$ cat config.mk
export PLATFORM = sky130hd
export DESIGN_NAME = ordered_list_with_key_delete
export DESIGN_NICKNAME = d
export VERILOG_FILES = /design/src/rtl/olkd_pkg.sv /design/src/rtl/olkd_ram.sv /design/src/rtl/ordered_list_with_key_delete.sv
export SDC_FILE = /design/constraint.sdc
export NUM_CORES = 2
export LEC_CHECK = 0
export BUFFER_PORTS_ARGS = -buffer_cell sky130_fd_sc_hd__buf_2
export CAP_MARGIN = 20
export CORE_AREA = 2 2 273 275
export CTS_BUF_LIST = sky130_fd_sc_hd__clkbuf_2 sky130_fd_sc_hd__clkbuf_4 sky130_fd_sc_hd__clkbuf_8
export DETAILED_ROUTE_END_ITERATION = 12
export DIE_AREA = 0 0 275 277
export PLACE_DENSITY = 0.79
export SLEW_MARGIN = 40
export SYNTH_ARGS = -nofsm -noshare
export SYNTH_HDL_FRONTEND = slang
export SYNTH_SLANG_ARGS = --single-unit
$ cat constraint.sdc
create_clock -name clk_i -period 11.4 [get_ports clk_i]
set_input_delay 1.14 -clock clk_i [delete_from_list [all_inputs] [get_ports clk_i]]
set_output_delay 1.14 -clock clk_i [all_outputs]
set_load 0.005 [all_outputs]
$ cat src/rtl/olkd_pkg.sv
`default_nettype none
// ----------------------------------------------------------------------------
// Ordered list package
// Shared widths, command and status codes, and sequencer states.
// ----------------------------------------------------------------------------
package olkd_pkg;

  localparam int CAPACITY_DEF = 32;
  localparam int CMD_W        = 3;
  localparam int VALUE_W      = 32;
  localparam int STATUS_W     = 3;

  typedef enum logic [CMD_W-1:0] {
    CMD_INSERT    = 3'd0,
    CMD_DEL_KEY   = 3'd1,
    CMD_DEL_FIRST = 3'd2,
    CMD_DEL_LAST  = 3'd3,
    CMD_READ_OUT  = 3'd4
  } cmd_e;

  typedef enum logic [STATUS_W-1:0] {
    ST_DONE   = 3'd0,
    ST_FULL   = 3'd1,
    ST_EMPTY  = 3'd2,
    ST_NOKEY  = 3'd3,
    ST_LISTED = 3'd4
  } status_e;

  typedef enum logic [2:0] {
    S_IDLE,
    S_SCAN,
    S_SHIFT,
    S_LIST,
    S_FIN
  } state_e;

endpackage
`default_nettype wire

$ cat src/rtl/olkd_ram.sv
`default_nettype none
// ----------------------------------------------------------------------------
// Generic RAM
// One write port and one read port with a registered read.
// ----------------------------------------------------------------------------
module olkd_ram #(
  parameter int DATA_W = 32,
  parameter int DEPTH  = 32,
  localparam int ADDR_W = (DEPTH > 1) ? $clog2(DEPTH) : 1
) (
  input  wire logic              clk_i,
  input  wire logic              we_i,
  input  wire logic [ADDR_W-1:0] waddr_i,
  input  wire logic [DATA_W-1:0] wdata_i,
  input  wire logic [ADDR_W-1:0] raddr_i,
  output      logic [DATA_W-1:0] rdata_o
);

  logic [DATA_W-1:0] mem [DEPTH];

  always_ff @(posedge clk_i) begin
    if (we_i) begin
      mem[waddr_i] <= wdata_i;
    end
    rdata_o <= mem[raddr_i];
  end

endmodule
`default_nettype wire

$ cat src/rtl/ordered_list_with_key_delete.sv
`default_nettype none
// ----------------------------------------------------------------------------
// Ordered list with key delete
// Holds up to CAPACITY signed values head first in a circular buffer RAM.
//
//   Channel  Direction  Signals
//   in       sink       in_valid_i, in_ready_o, cmd_i, value_i
//   out      source     out_valid_o, out_ready_i, item_value_o, status_o,
//                       is_last_o, entry_count_o
//
// Insert, delete-first, delete-last and rejected commands are handled in the idle state.
// Delete-key scans the entries up to the match, then makes one RAM move per entry
// behind it, as the single RAM port pair allows.
// Read-out sends one entry per cycle while the output is taken.
// After reset the list is empty; no clearing pass is needed.
// A stalled output holds the sequencer; one command waits in the input register.
// ----------------------------------------------------------------------------
module ordered_list_with_key_delete #(
  parameter int CAPACITY = olkd_pkg::CAPACITY_DEF,
  localparam int CW = $clog2(CAPACITY + 1)
) (
  input  wire logic                                clk_i,
  input  wire logic                                rst_ni,
  input  wire logic                                in_valid_i,
  output      logic                                in_ready_o,
  input  wire logic [olkd_pkg::CMD_W-1:0]          cmd_i,
  input  wire logic signed [olkd_pkg::VALUE_W-1:0] value_i,
  output      logic                                out_valid_o,
  input  wire logic                                out_ready_i,
  output      logic signed [olkd_pkg::VALUE_W-1:0] item_value_o,
  output      logic [olkd_pkg::STATUS_W-1:0]       status_o,
  output      logic                                is_last_o,
  output      logic [CW-1:0]                       entry_count_o
);

  import olkd_pkg::*;

  localparam int AW = (CAPACITY > 1) ? $clog2(CAPACITY) : 1;
  localparam logic [AW:0]   CAP_X    = (AW + 1)'(CAPACITY);
  localparam logic [AW-1:0] LAST_IDX = AW'(CAPACITY - 1);
  localparam logic [CW-1:0] CAP_C    = CW'(CAPACITY);

  function automatic logic [AW-1:0] wrap_add(logic [AW-1:0] a, logic [AW-1:0] b);
    logic [AW:0] s;
    s = {1'b0, a} + {1'b0, b};
    if (s >= CAP_X) begin
      s = s - CAP_X;
    end
    return s[AW-1:0];
  endfunction

  state_e                     state_q, state_d;
  logic                       cmd_vld_q, cmd_vld_d;
  logic [CMD_W-1:0]           cmd_q;
  logic signed [VALUE_W-1:0]  val_q;
  logic [AW-1:0]              head_q, head_d;
  logic [CW-1:0]              cnt_q, cnt_d;
  logic [AW-1:0]              idx_q, idx_d;
  status_e                    stat_q, stat_d;

  logic                       out_vld_q;
  logic signed [VALUE_W-1:0]  out_val_q, out_val_d;
  status_e                    out_stat_q, out_stat_d;
  logic                       out_last_q, out_last_d;
  logic [CW-1:0]              out_cnt_q, out_cnt_d;
  logic                       out_load, out_free;

  logic                       ram_we;
  logic [AW-1:0]              ram_waddr, ram_raddr;
  logic [VALUE_W-1:0]         ram_wdata, ram_rdata;

  logic [CW-1:0]              idx_x;
  logic                       in_xfer;

  assign in_ready_o = !cmd_vld_q;
  assign in_xfer    = in_valid_i && in_ready_o;
  assign out_free   = !out_vld_q || out_ready_i;
  assign idx_x      = CW'(idx_q);

  olkd_ram #(
    .DATA_W (VALUE_W),
    .DEPTH  (CAPACITY)
  ) u_ram (
    .clk_i   (clk_i),
    .we_i    (ram_we),
    .waddr_i (ram_waddr),
    .wdata_i (ram_wdata),
    .raddr_i (ram_raddr),
    .rdata_o (ram_rdata)
  );

  always_comb begin
    state_d    = state_q;
    cmd_vld_d  = cmd_vld_q;
    head_d     = head_q;
    cnt_d      = cnt_q;
    idx_d      = idx_q;
    stat_d     = stat_q;
    out_load   = 1'b0;
    out_val_d  = '0;
    out_stat_d = ST_DONE;
    out_last_d = 1'b1;
    out_cnt_d  = cnt_q;
    ram_we     = 1'b0;
    ram_waddr  = head_q;
    ram_wdata  = val_q;
    ram_raddr  = head_q;

    if (in_xfer) begin
      cmd_vld_d = 1'b1;
    end

    unique case (state_q)
      S_IDLE: begin
        ram_raddr = head_q;
        idx_d     = '0;
        if (cmd_vld_q) begin
          unique case (cmd_q)
            CMD_INSERT: begin
              if (out_free) begin
                if (cnt_q == CAP_C) begin
                  out_stat_d = ST_FULL;
                end else begin
                  head_d    = (head_q == '0) ? LAST_IDX : head_q - AW'(1);
                  ram_we    = 1'b1;
                  ram_waddr = head_d;
                  cnt_d     = cnt_q + CW'(1);
                end
                out_load  = 1'b1;
                out_cnt_d = cnt_d;
                cmd_vld_d = 1'b0;
              end
            end
            CMD_DEL_FIRST, CMD_DEL_LAST: begin
              if (out_free) begin
                if (cnt_q == '0) begin
                  out_stat_d = ST_EMPTY;
                end else begin
                  cnt_d = cnt_q - CW'(1);
                  if (cmd_q == CMD_DEL_FIRST) begin
                    head_d = wrap_add(head_q, AW'(1));
                  end
                end
                out_load  = 1'b1;
                out_cnt_d = cnt_d;
                cmd_vld_d = 1'b0;
              end
            end
            CMD_DEL_KEY: begin
              if (cnt_q == '0) begin
                if (out_free) begin
                  out_stat_d = ST_NOKEY;
                  out_load   = 1'b1;
                  cmd_vld_d  = 1'b0;
                end
              end else begin
                state_d = S_SCAN;
              end
            end
            CMD_READ_OUT: begin
              if (cnt_q == '0) begin
                if (out_free) begin
                  out_stat_d = ST_EMPTY;
                  out_load   = 1'b1;
                  cmd_vld_d  = 1'b0;
                end
              end else begin
                state_d = S_LIST;
              end
            end
            default: begin
              if (out_free) begin
                out_load  = 1'b1;
                cmd_vld_d = 1'b0;
              end
            end
          endcase
        end
      end
      S_SCAN: begin
        ram_raddr = wrap_add(head_q, idx_q + AW'(1));
        if (ram_rdata == val_q) begin
          if (idx_x + CW'(1) == cnt_q) begin
            cnt_d   = cnt_q - CW'(1);
            stat_d  = ST_DONE;
            state_d = S_FIN;
          end else begin
            state_d = S_SHIFT;
          end
        end else if (idx_x + CW'(1) == cnt_q) begin
          stat_d  = ST_NOKEY;
          state_d = S_FIN;
        end else begin
          idx_d = idx_q + AW'(1);
        end
      end
      S_SHIFT: begin
        ram_we    = 1'b1;
        ram_waddr = wrap_add(head_q, idx_q);
        ram_wdata = ram_rdata;
        ram_raddr = wrap_add(head_q, idx_q + AW'(2));
        if (idx_x + CW'(2) >= cnt_q) begin
          cnt_d   = cnt_q - CW'(1);
          stat_d  = ST_DONE;
          state_d = S_FIN;
        end else begin
          idx_d = idx_q + AW'(1);
        end
      end
      S_LIST: begin
        if (out_free) begin
          ram_raddr  = wrap_add(head_q, idx_q + AW'(1));
          out_load   = 1'b1;
          out_val_d  = ram_rdata;
          out_stat_d = ST_LISTED;
          out_last_d = (idx_x + CW'(1) == cnt_q);
          if (out_last_d) begin
            cmd_vld_d = 1'b0;
            state_d   = S_IDLE;
          end else begin
            idx_d = idx_q + AW'(1);
          end
        end else begin
          ram_raddr = wrap_add(head_q, idx_q);
        end
      end
      S_FIN: begin
        if (out_free) begin
          out_load   = 1'b1;
          out_stat_d = stat_q;
          cmd_vld_d  = 1'b0;
          state_d    = S_IDLE;
        end
      end
      default: begin
        state_d = S_IDLE;
      end
    endcase
  end

  always_ff @(posedge clk_i or negedge rst_ni) begin
    if (!rst_ni) begin
      state_q   <= S_IDLE;
      cmd_vld_q <= 1'b0;
      head_q    <= '0;
      cnt_q     <= '0;
      out_vld_q <= 1'b0;
    end else begin
      state_q   <= state_d;
      cmd_vld_q <= cmd_vld_d;
      head_q    <= head_d;
      cnt_q     <= cnt_d;
      if (out_load) begin
        out_vld_q <= 1'b1;
      end else if (out_ready_i) begin
        out_vld_q <= 1'b0;
      end
    end
  end

  always_ff @(posedge clk_i) begin
    if (in_xfer) begin
      cmd_q <= cmd_i;
      val_q <= value_i;
    end
    idx_q  <= idx_d;
    stat_q <= stat_d;
    if (out_load) begin
      out_val_q  <= out_val_d;
      out_stat_q <= out_stat_d;
      out_last_q <= out_last_d;
      out_cnt_q  <= out_cnt_d;
    end
  end

  assign out_valid_o   = out_vld_q;
  assign item_value_o  = out_val_q;
  assign status_o      = out_stat_q;
  assign is_last_o     = out_last_q;
  assign entry_count_o = out_cnt_q;

  a_cnt_bound: assert property (@(posedge clk_i) disable iff (!rst_ni)
    cnt_q <= CAP_C)
    else $error("Entry count exceeds capacity.");

  a_idle_when_free: assert property (@(posedge clk_i) disable iff (!rst_ni)
    !cmd_vld_q |-> state_q == S_IDLE)
    else $error("Sequencer busy without a pending command.");

  a_partial_in_list: assert property (@(posedge clk_i) disable iff (!rst_ni)
    (out_vld_q && !out_last_q) |-> (state_q == S_LIST && cmd_vld_q))
    else $error("Non-final result outside of read-out.");

  a_cnt_step: assert property (@(posedge clk_i) disable iff (!rst_ni)
    !$stable(cnt_q) |-> (cnt_q == $past(cnt_q) + CW'(1)) ||
                        (cnt_q + CW'(1) == $past(cnt_q)))
    else $error("Entry count moved by more than one.");

endmodule
`default_nettype wire

Word-level counts from Yosys, hierarchy flattened
Memories as Yosys holds them, arrays and structs flattened. A register that Yosys moved wholly into a read port is not among the register bits.
Cells that the tools add are included.
Widths: inputs -> output; s select.
{"block": "classes", "magnitude_cmp": 5, "n_mux": 84, "n_eq_ne": 27, "addsub": 15, "reduce_logical": 22}
{"cell": "$mux 5", "n": 17}
{"cell": "$mux 6", "n": 9}
{"cell": "$mux 3", "n": 15}
{"cell": "$eq 32x32->1", "n": 1}
{"cell": "$mux 32", "n": 1}
{"cell": "$sub 5x1->5 const B", "n": 5}
{"cell": "$ge 6x6->1 const B", "n": 4}
{"cell": "$ne 2x2->1 const B", "n": 12}
{"cell": "$mux 1", "n": 21}
{"cell": "$pmux 5 s2", "n": 2}
{"cell": "$pmux 5 s4", "n": 1}
{"cell": "$add 5x5->6", "n": 3}
{"cell": "$pmux 6 s3", "n": 1}
{"cell": "$pmux 3 s5", "n": 1}
{"cell": "$pmux 5 s3", "n": 1}
{"cell": "$mux 2", "n": 7}
{"cell": "$add 5x1->6 const B", "n": 2}
{"cell": "$eq 3x2->1 const B", "n": 4}
{"cell": "$pmux 3 s2", "n": 2}
{"cell": "$pmux 6 s2", "n": 1}
{"cell": "$ne 3x3->1 const B", "n": 3}
{"cell": "$pmux 3 s3", "n": 1}
{"cell": "$reduce_and 9->1", "n": 1}
{"cell": "$pmux 2 s4", "n": 1}
{"cell": "27 further kinds", "n": 37}
{"block": "word_totals", "inputBits": 39, "mem_count": 1, "ram_bits": 1024, "ff_bits": 101, "wordCells": 167}
{"name": "u_ram.mem", "depth": 32, "width": 32, "rd": 1, "rd_clocked_by_memory_dff": 1, "write_ports": 1, "line": "olkd_ram.sv:19", "text": "logic [DATA_W-1:0] mem [DEPTH];"}

Depth between registers and ports, before layout
{"block": "logic_depth", "depth_word": 8, "mapped_depth": 12, "depth_no_buf": 11}

Hierarchy
A second synthesis with hierarchy kept.
{"block": "unflattened", "cells_unflattened": 2902, "area_unflattened_um2": 46684.8}
{"module": "olkd_ram", "area_per_inst_um2": 40492.6, "seq_area_each_um2": 31390.1, "cells_each": 2260, "n_inst": 1}
{"module": "ordered_list_with_key_delete", "area_per_inst_um2": 6192.2, "seq_area_each_um2": 2892.8, "cells_each": 642, "n_inst": 1}

Worst setup path before layout
No wires, ideal clock.
{"block": "synth_timing", "kind": "input-to-reg", "startpoint": "input out_ready_i", "endpoint": "memory u_ram.mem[1][0], enable pin", "stages": 8, "slack_ns": 7.054, "setup_time_ns": 0.421, "t_arrival_ns": 3.925, "path_cell_list": "nand2b_1 -> clkbuf_1 -> o211ai_1 -> mux2i_1 -> a221oi_1 -> nor2b_1 -> nand2_1 -> nor2_1"}
{"block": "synth_between", "elab_chain_cells": 7}
{"item": "from (decl)", "line": "ordered_list_with_key_delete.sv:29", "text": "input wire logic out_ready_i,"}
{"item": "$logic_or 1x1->1 *", "line": "ordered_list_with_key_delete.sv:77", "text": "assign out_free = !out_vld_q || out_ready_i;"}
{"item": "$mux 1", "line": "ordered_list_with_key_delete.sv:120", "text": "if (out_free) begin"}
{"item": "$mux 1", "line": "ordered_list_with_key_delete.sv:118", "text": "unique case (cmd_q)"}
{"item": "$mux 1", "line": "ordered_list_with_key_delete.sv:117", "text": "if (cmd_vld_q) begin"}
{"item": "$pmux 1 s2", "line": "ordered_list_with_key_delete.sv:113", "text": "unique case (state_q)"}
{"item": "$mux 1", "line": "olkd_ram.sv:22", "text": "if (we_i) begin"}
{"item": "$mux 1 (implied by the code)", "line": "olkd_ram.sv:23", "text": "mem[waddr_i] <= wdata_i;"}
{"item": "to (decl)", "line": "olkd_ram.sv:19"}
Every way passes the cells marked *; elsewhere a longest branch is shown, timed or not.

Final worst setup path
{"block": "layout_timing", "startpoint": "register head_q[0]", "endpoint": "register u_ram.rdata_o[24] (read register of u_ram.mem)"}
{"block": "layout_between", "elab_chain_cells": 5}
{"item": "from (decl)", "line": "ordered_list_with_key_delete.sv:56", "text": "logic [AW-1:0] head_q, head_d;"}
{"item": "from (signal assigned)", "line": "ordered_list_with_key_delete.sv:245", "text": "head_q <= '0;"}
{"item": "from (signal assigned)", "line": "ordered_list_with_key_delete.sv:251", "text": "head_q <= head_d;"}
{"item": "$add 5x5->6", "line": "ordered_list_with_key_delete.sv:45", "text": "s = {1'b0, a} + {1'b0, b};"}
{"item": "$sub 5x1->5 / $ge 6x6->1 (equally long branches)", "line": "ordered_list_with_key_delete.sv:47, ordered_list_with_key_delete.sv:46"}
{"item": "$mux 5", "line": "ordered_list_with_key_delete.sv:46", "text": "if (s >= CAP_X) begin"}
{"item": "$mux 5", "line": "ordered_list_with_key_delete.sv:211", "text": "if (out_free) begin"}
{"item": "$pmux 5 s3 *", "line": "ordered_list_with_key_delete.sv:113"}
{"item": "to (decl)", "line": "olkd_ram.sv:16", "text": "output logic [DATA_W-1:0] rdata_o"}
Marks and branches as above.
A chain may end at the register's enable or synchronous reset.

==> flow_metrics.env <==
export IMPL_status="complete, no violations"
export IMPL_cts_root_buf="clkbuf_8"
export IMPL_fin_skew_ps=41.3
export IMPL_num_rows=100
export IMPL_synth_area_sq_um=45700
export IMPL_syn2layout_area_growth_pct=11.7
export IMPL_path_class="reg -> reg"
export IMPL_antenna_found_initial=3
export IMPL_finalHoldViolCount=0
export IMPL_firstDrtPassIters=8
export IMPL_synth_cells=2318
export IMPL_drtIter0Drc=3853
export IMPL_ys_seq_elements=1155
export IMPL_crit_arrival_ps=5680
export IMPL_dieArea_sq_um=76200
export IMPL_h_tree_depth=4
export IMPL_rsz0062_at_grt="false"
export IMPL_gr_usage_all_layers_pct=30.5
export IMPL_synth_edf_count=1107
export IMPL_drv_cap=0
export IMPL_synthesis_nets=2383
export IMPL_start_util_pct=62.1
export IMPL_numClockSinks=1155
export IMPL_port_buffers=82
export IMPL_period_minus_slack_ps=4980
export IMPL_clock_latency_ps=840
export IMPL_wl_met1_microns=41800
export IMPL_clk_path_buf_depth=3
export IMPL_cp_required_ps=12100
export IMPL_cts_made_buffers=173
export IMPL_drive_gt1_share_pct=30.2
export IMPL_syn_area_per_cell_sq_um=19.7
export IMPL_post_drt_via_cell_ratio=6.86
export IMPL_grt_pass1_vias=24500
export IMPL_ant_nets=0
export IMPL_worstHoldPathType="in -> async"
export IMPL_top_layer="met5"
export IMPL_grt_pass1_wl_microns=164000
export IMPL_ios=83
export IMPL_wire_per_inst_microns=31.7
export IMPL_rr_startpoint="head_q[0]$_DFFE_PN0P_"
export IMPL_nets=2576
export IMPL_dr_wl_met3_microns=14600
export IMPL_cp_max_fo=134
export IMPL_synth_warnings=0
export IMPL_max_freq_ghz=0.201
export IMPL_finalMaxSlewViolations=0
export IMPL_wl_microns=115000
export IMPL_die_h_microns=277
export IMPL_core_sq_um=73600
export IMPL_grt_max_degree=135
export IMPL_vias=24800
export IMPL_timing_final_crit_share_pct=43.7
export IMPL_cts_setup_buffers=0
export IMPL_tightest_slew_ps=883
export IMPL_relSlewSlack_pct=41.1
export IMPL_crit_start="head_q[0]$_DFFE_PN0P_"
export IMPL_cts_tree="done"
export IMPL_start_kind="flip-flop"
export IMPL_ys_seq_area_share_pct=75.0
export IMPL_cts_resized=0
export IMPL_finalSetupViolCount=0
export IMPL_clk_pin_slew_ps=70
export IMPL_die_x_microns=275
export IMPL_fin_tns_setup_ps=0
export IMPL_ys_types=80
export IMPL_synth_async_reset_ratio_pct=1.39
export IMPL_wl_met2_microns=54300
export IMPL_synth_flop_cell="edfxtp_1"
export IMPL_gr_total_overflow=0
export IMPL_drcViolationCount=0
export IMPL_cp_end_kind="flip-flop"
export IMPL_hpwl_microns=59100
export IMPL_cts_hold_buf=0
export IMPL_place_gp_congestion=0.868
## Yosys cell counts (7+ instances only)
cell type  count  area share (%)
xnor2_1       10            0.19
buf_4          8            0.13
a21oi_1       37            0.41
inv_1         17            0.14
nand2b_1      11            0.15
nor2b_1       10            0.14
dfrtp_1       16            0.88
mux2_2        36            0.89
and2_1        38            0.52
nand4_1        9            0.12
nand2_1      189             1.6
clkbuf_1      59            0.48
nor2_1        63            0.52
dfxtp_1       32             1.4
ha_1          23            0.63
nand3_1       16            0.18
a211oi_1       7            0.12
buf_2         53            0.58
o21ai_0       25            0.27
edfxtp_1    1107              73
mux4_2       256              13
nor4_1         8            0.11
a22oi_1      125             2.1
xor2_1        45            0.86
## cell type report
cell class,instances,area (sq um)
flip-flops and latches,1155,34300
clock buffers,247,2970
diodes,2,5.00
multi-input cells,1022,11100
well taps,969,1210
fillers,4388,22500
inverters,18,67.6
repair buffers,141,956
clock inverters,67,404
## flip-flops by register name, summed over array words and instances (netlist names)
| register | flops |
|---|---|
| cmd_q | 3 |
| cmd_vld_q | 1 |
| cnt_q | 6 |
| entry_count_o | 6 |
| head_q | 5 |
| idx_q | 5 |
| is_last_o | 1 |
| item_value_o | 32 |
| out_valid_o | 1 |
| stat_q | 1 |
| state_q | 3 |
| status_o | 3 |
| u_ram.mem | 1024 |
| u_ram.rdata_o | 32 |
| val_q | 32 |
## logic make-up (layout without fill, tap and decap cells)
group	after synthesis	in the layout	share of synthesized area [%]
DFF	1155	1155	75.0
and+or+nand+nor	383	383	3.97
muxes	295	295	13.6
AOI/OAI and AO/OA	260	260	4.08
buffers and inverters	141	473	1.39
xor gates and xnor gates	58	58	1.20
adders and majority gates	26	26	0.761
other	0	2	0
## critical path, stage by stage, from the launching register on
cell and delay, ps:
dfrtp_1 690, ha_1 360, inv_1 80, fa_1 600, mux2i_1 130, a222oi_1 410, buf_6 600, buf_12 690
mux4_2 400, a22oi_1 380, nand2_1 130, mux2_2 290
## placed cells by master (no fill, tap or decap), types with 11 or more instances in the layout
cell type     n
o21ai_0      25
inv_1        17
buf_4        48
a22oi_1     125
nand2_2      32
nor2_1       30
xor2_1       45
and2_1       37
mux2_2       36
buf_2        82
ha_1         23
dfxtp_1      32
nor2_4       32
nand2b_1     11
nand2_1     157
mux4_2      256
clkinv_2     19
a21oi_1      37
nand3_1      16
edfxtp_1   1107
clkinv_1     33
clkbuf_4     68
dfrtp_1      16
clkbuf_8    179
## routing by layer
layer	vias to the layer above	GRT usage, %
met5	-	0
met4	2	12.0
met3	284	6.99
met2	1991	46.4
met1	12600	43.7
li1	9911	-
## worst paths after layout
kind / endpoint / slack [ps] / cells past startpoint
worst max-delay path: u_ram.rdata_o[24]$_DFF_P_ / 6420 / 11
worst min-delay path: cnt_q[3]$_DFFE_PN0P_ / 260 / 1
worst max register to register: u_ram.rdata_o[24]$_DFF_P_ / 6420 / 11
worst min register to register: item_value_o[9]$_SDFFCE_PN0P_ / 590 / 1
max in group asynchronous: head_q[0]$_DFFE_PN0P_ / 10810 / 1
min in group clk_i: val_q[9]$_DFFE_PP_ / 480 / 1
## metrics by stage
step	cells	area, sq um	utilization, %	setup WS (ps)	hold slack [ps]
floorplan	2318	45700	-	7050	549
global placement	3301	47500	64.6	6210	576
detailed placement	3303	47600	64.6	6370	571
CTS	3617	50900	69.2	6510	230
global route	3620	51000	69.4	6310	279
finish	3621	51100	69.4	6420	263
Power is left out: the tool's default activity adds up to more than one toggle a clock period on the data nets, which glitch-free logic cannot reach.
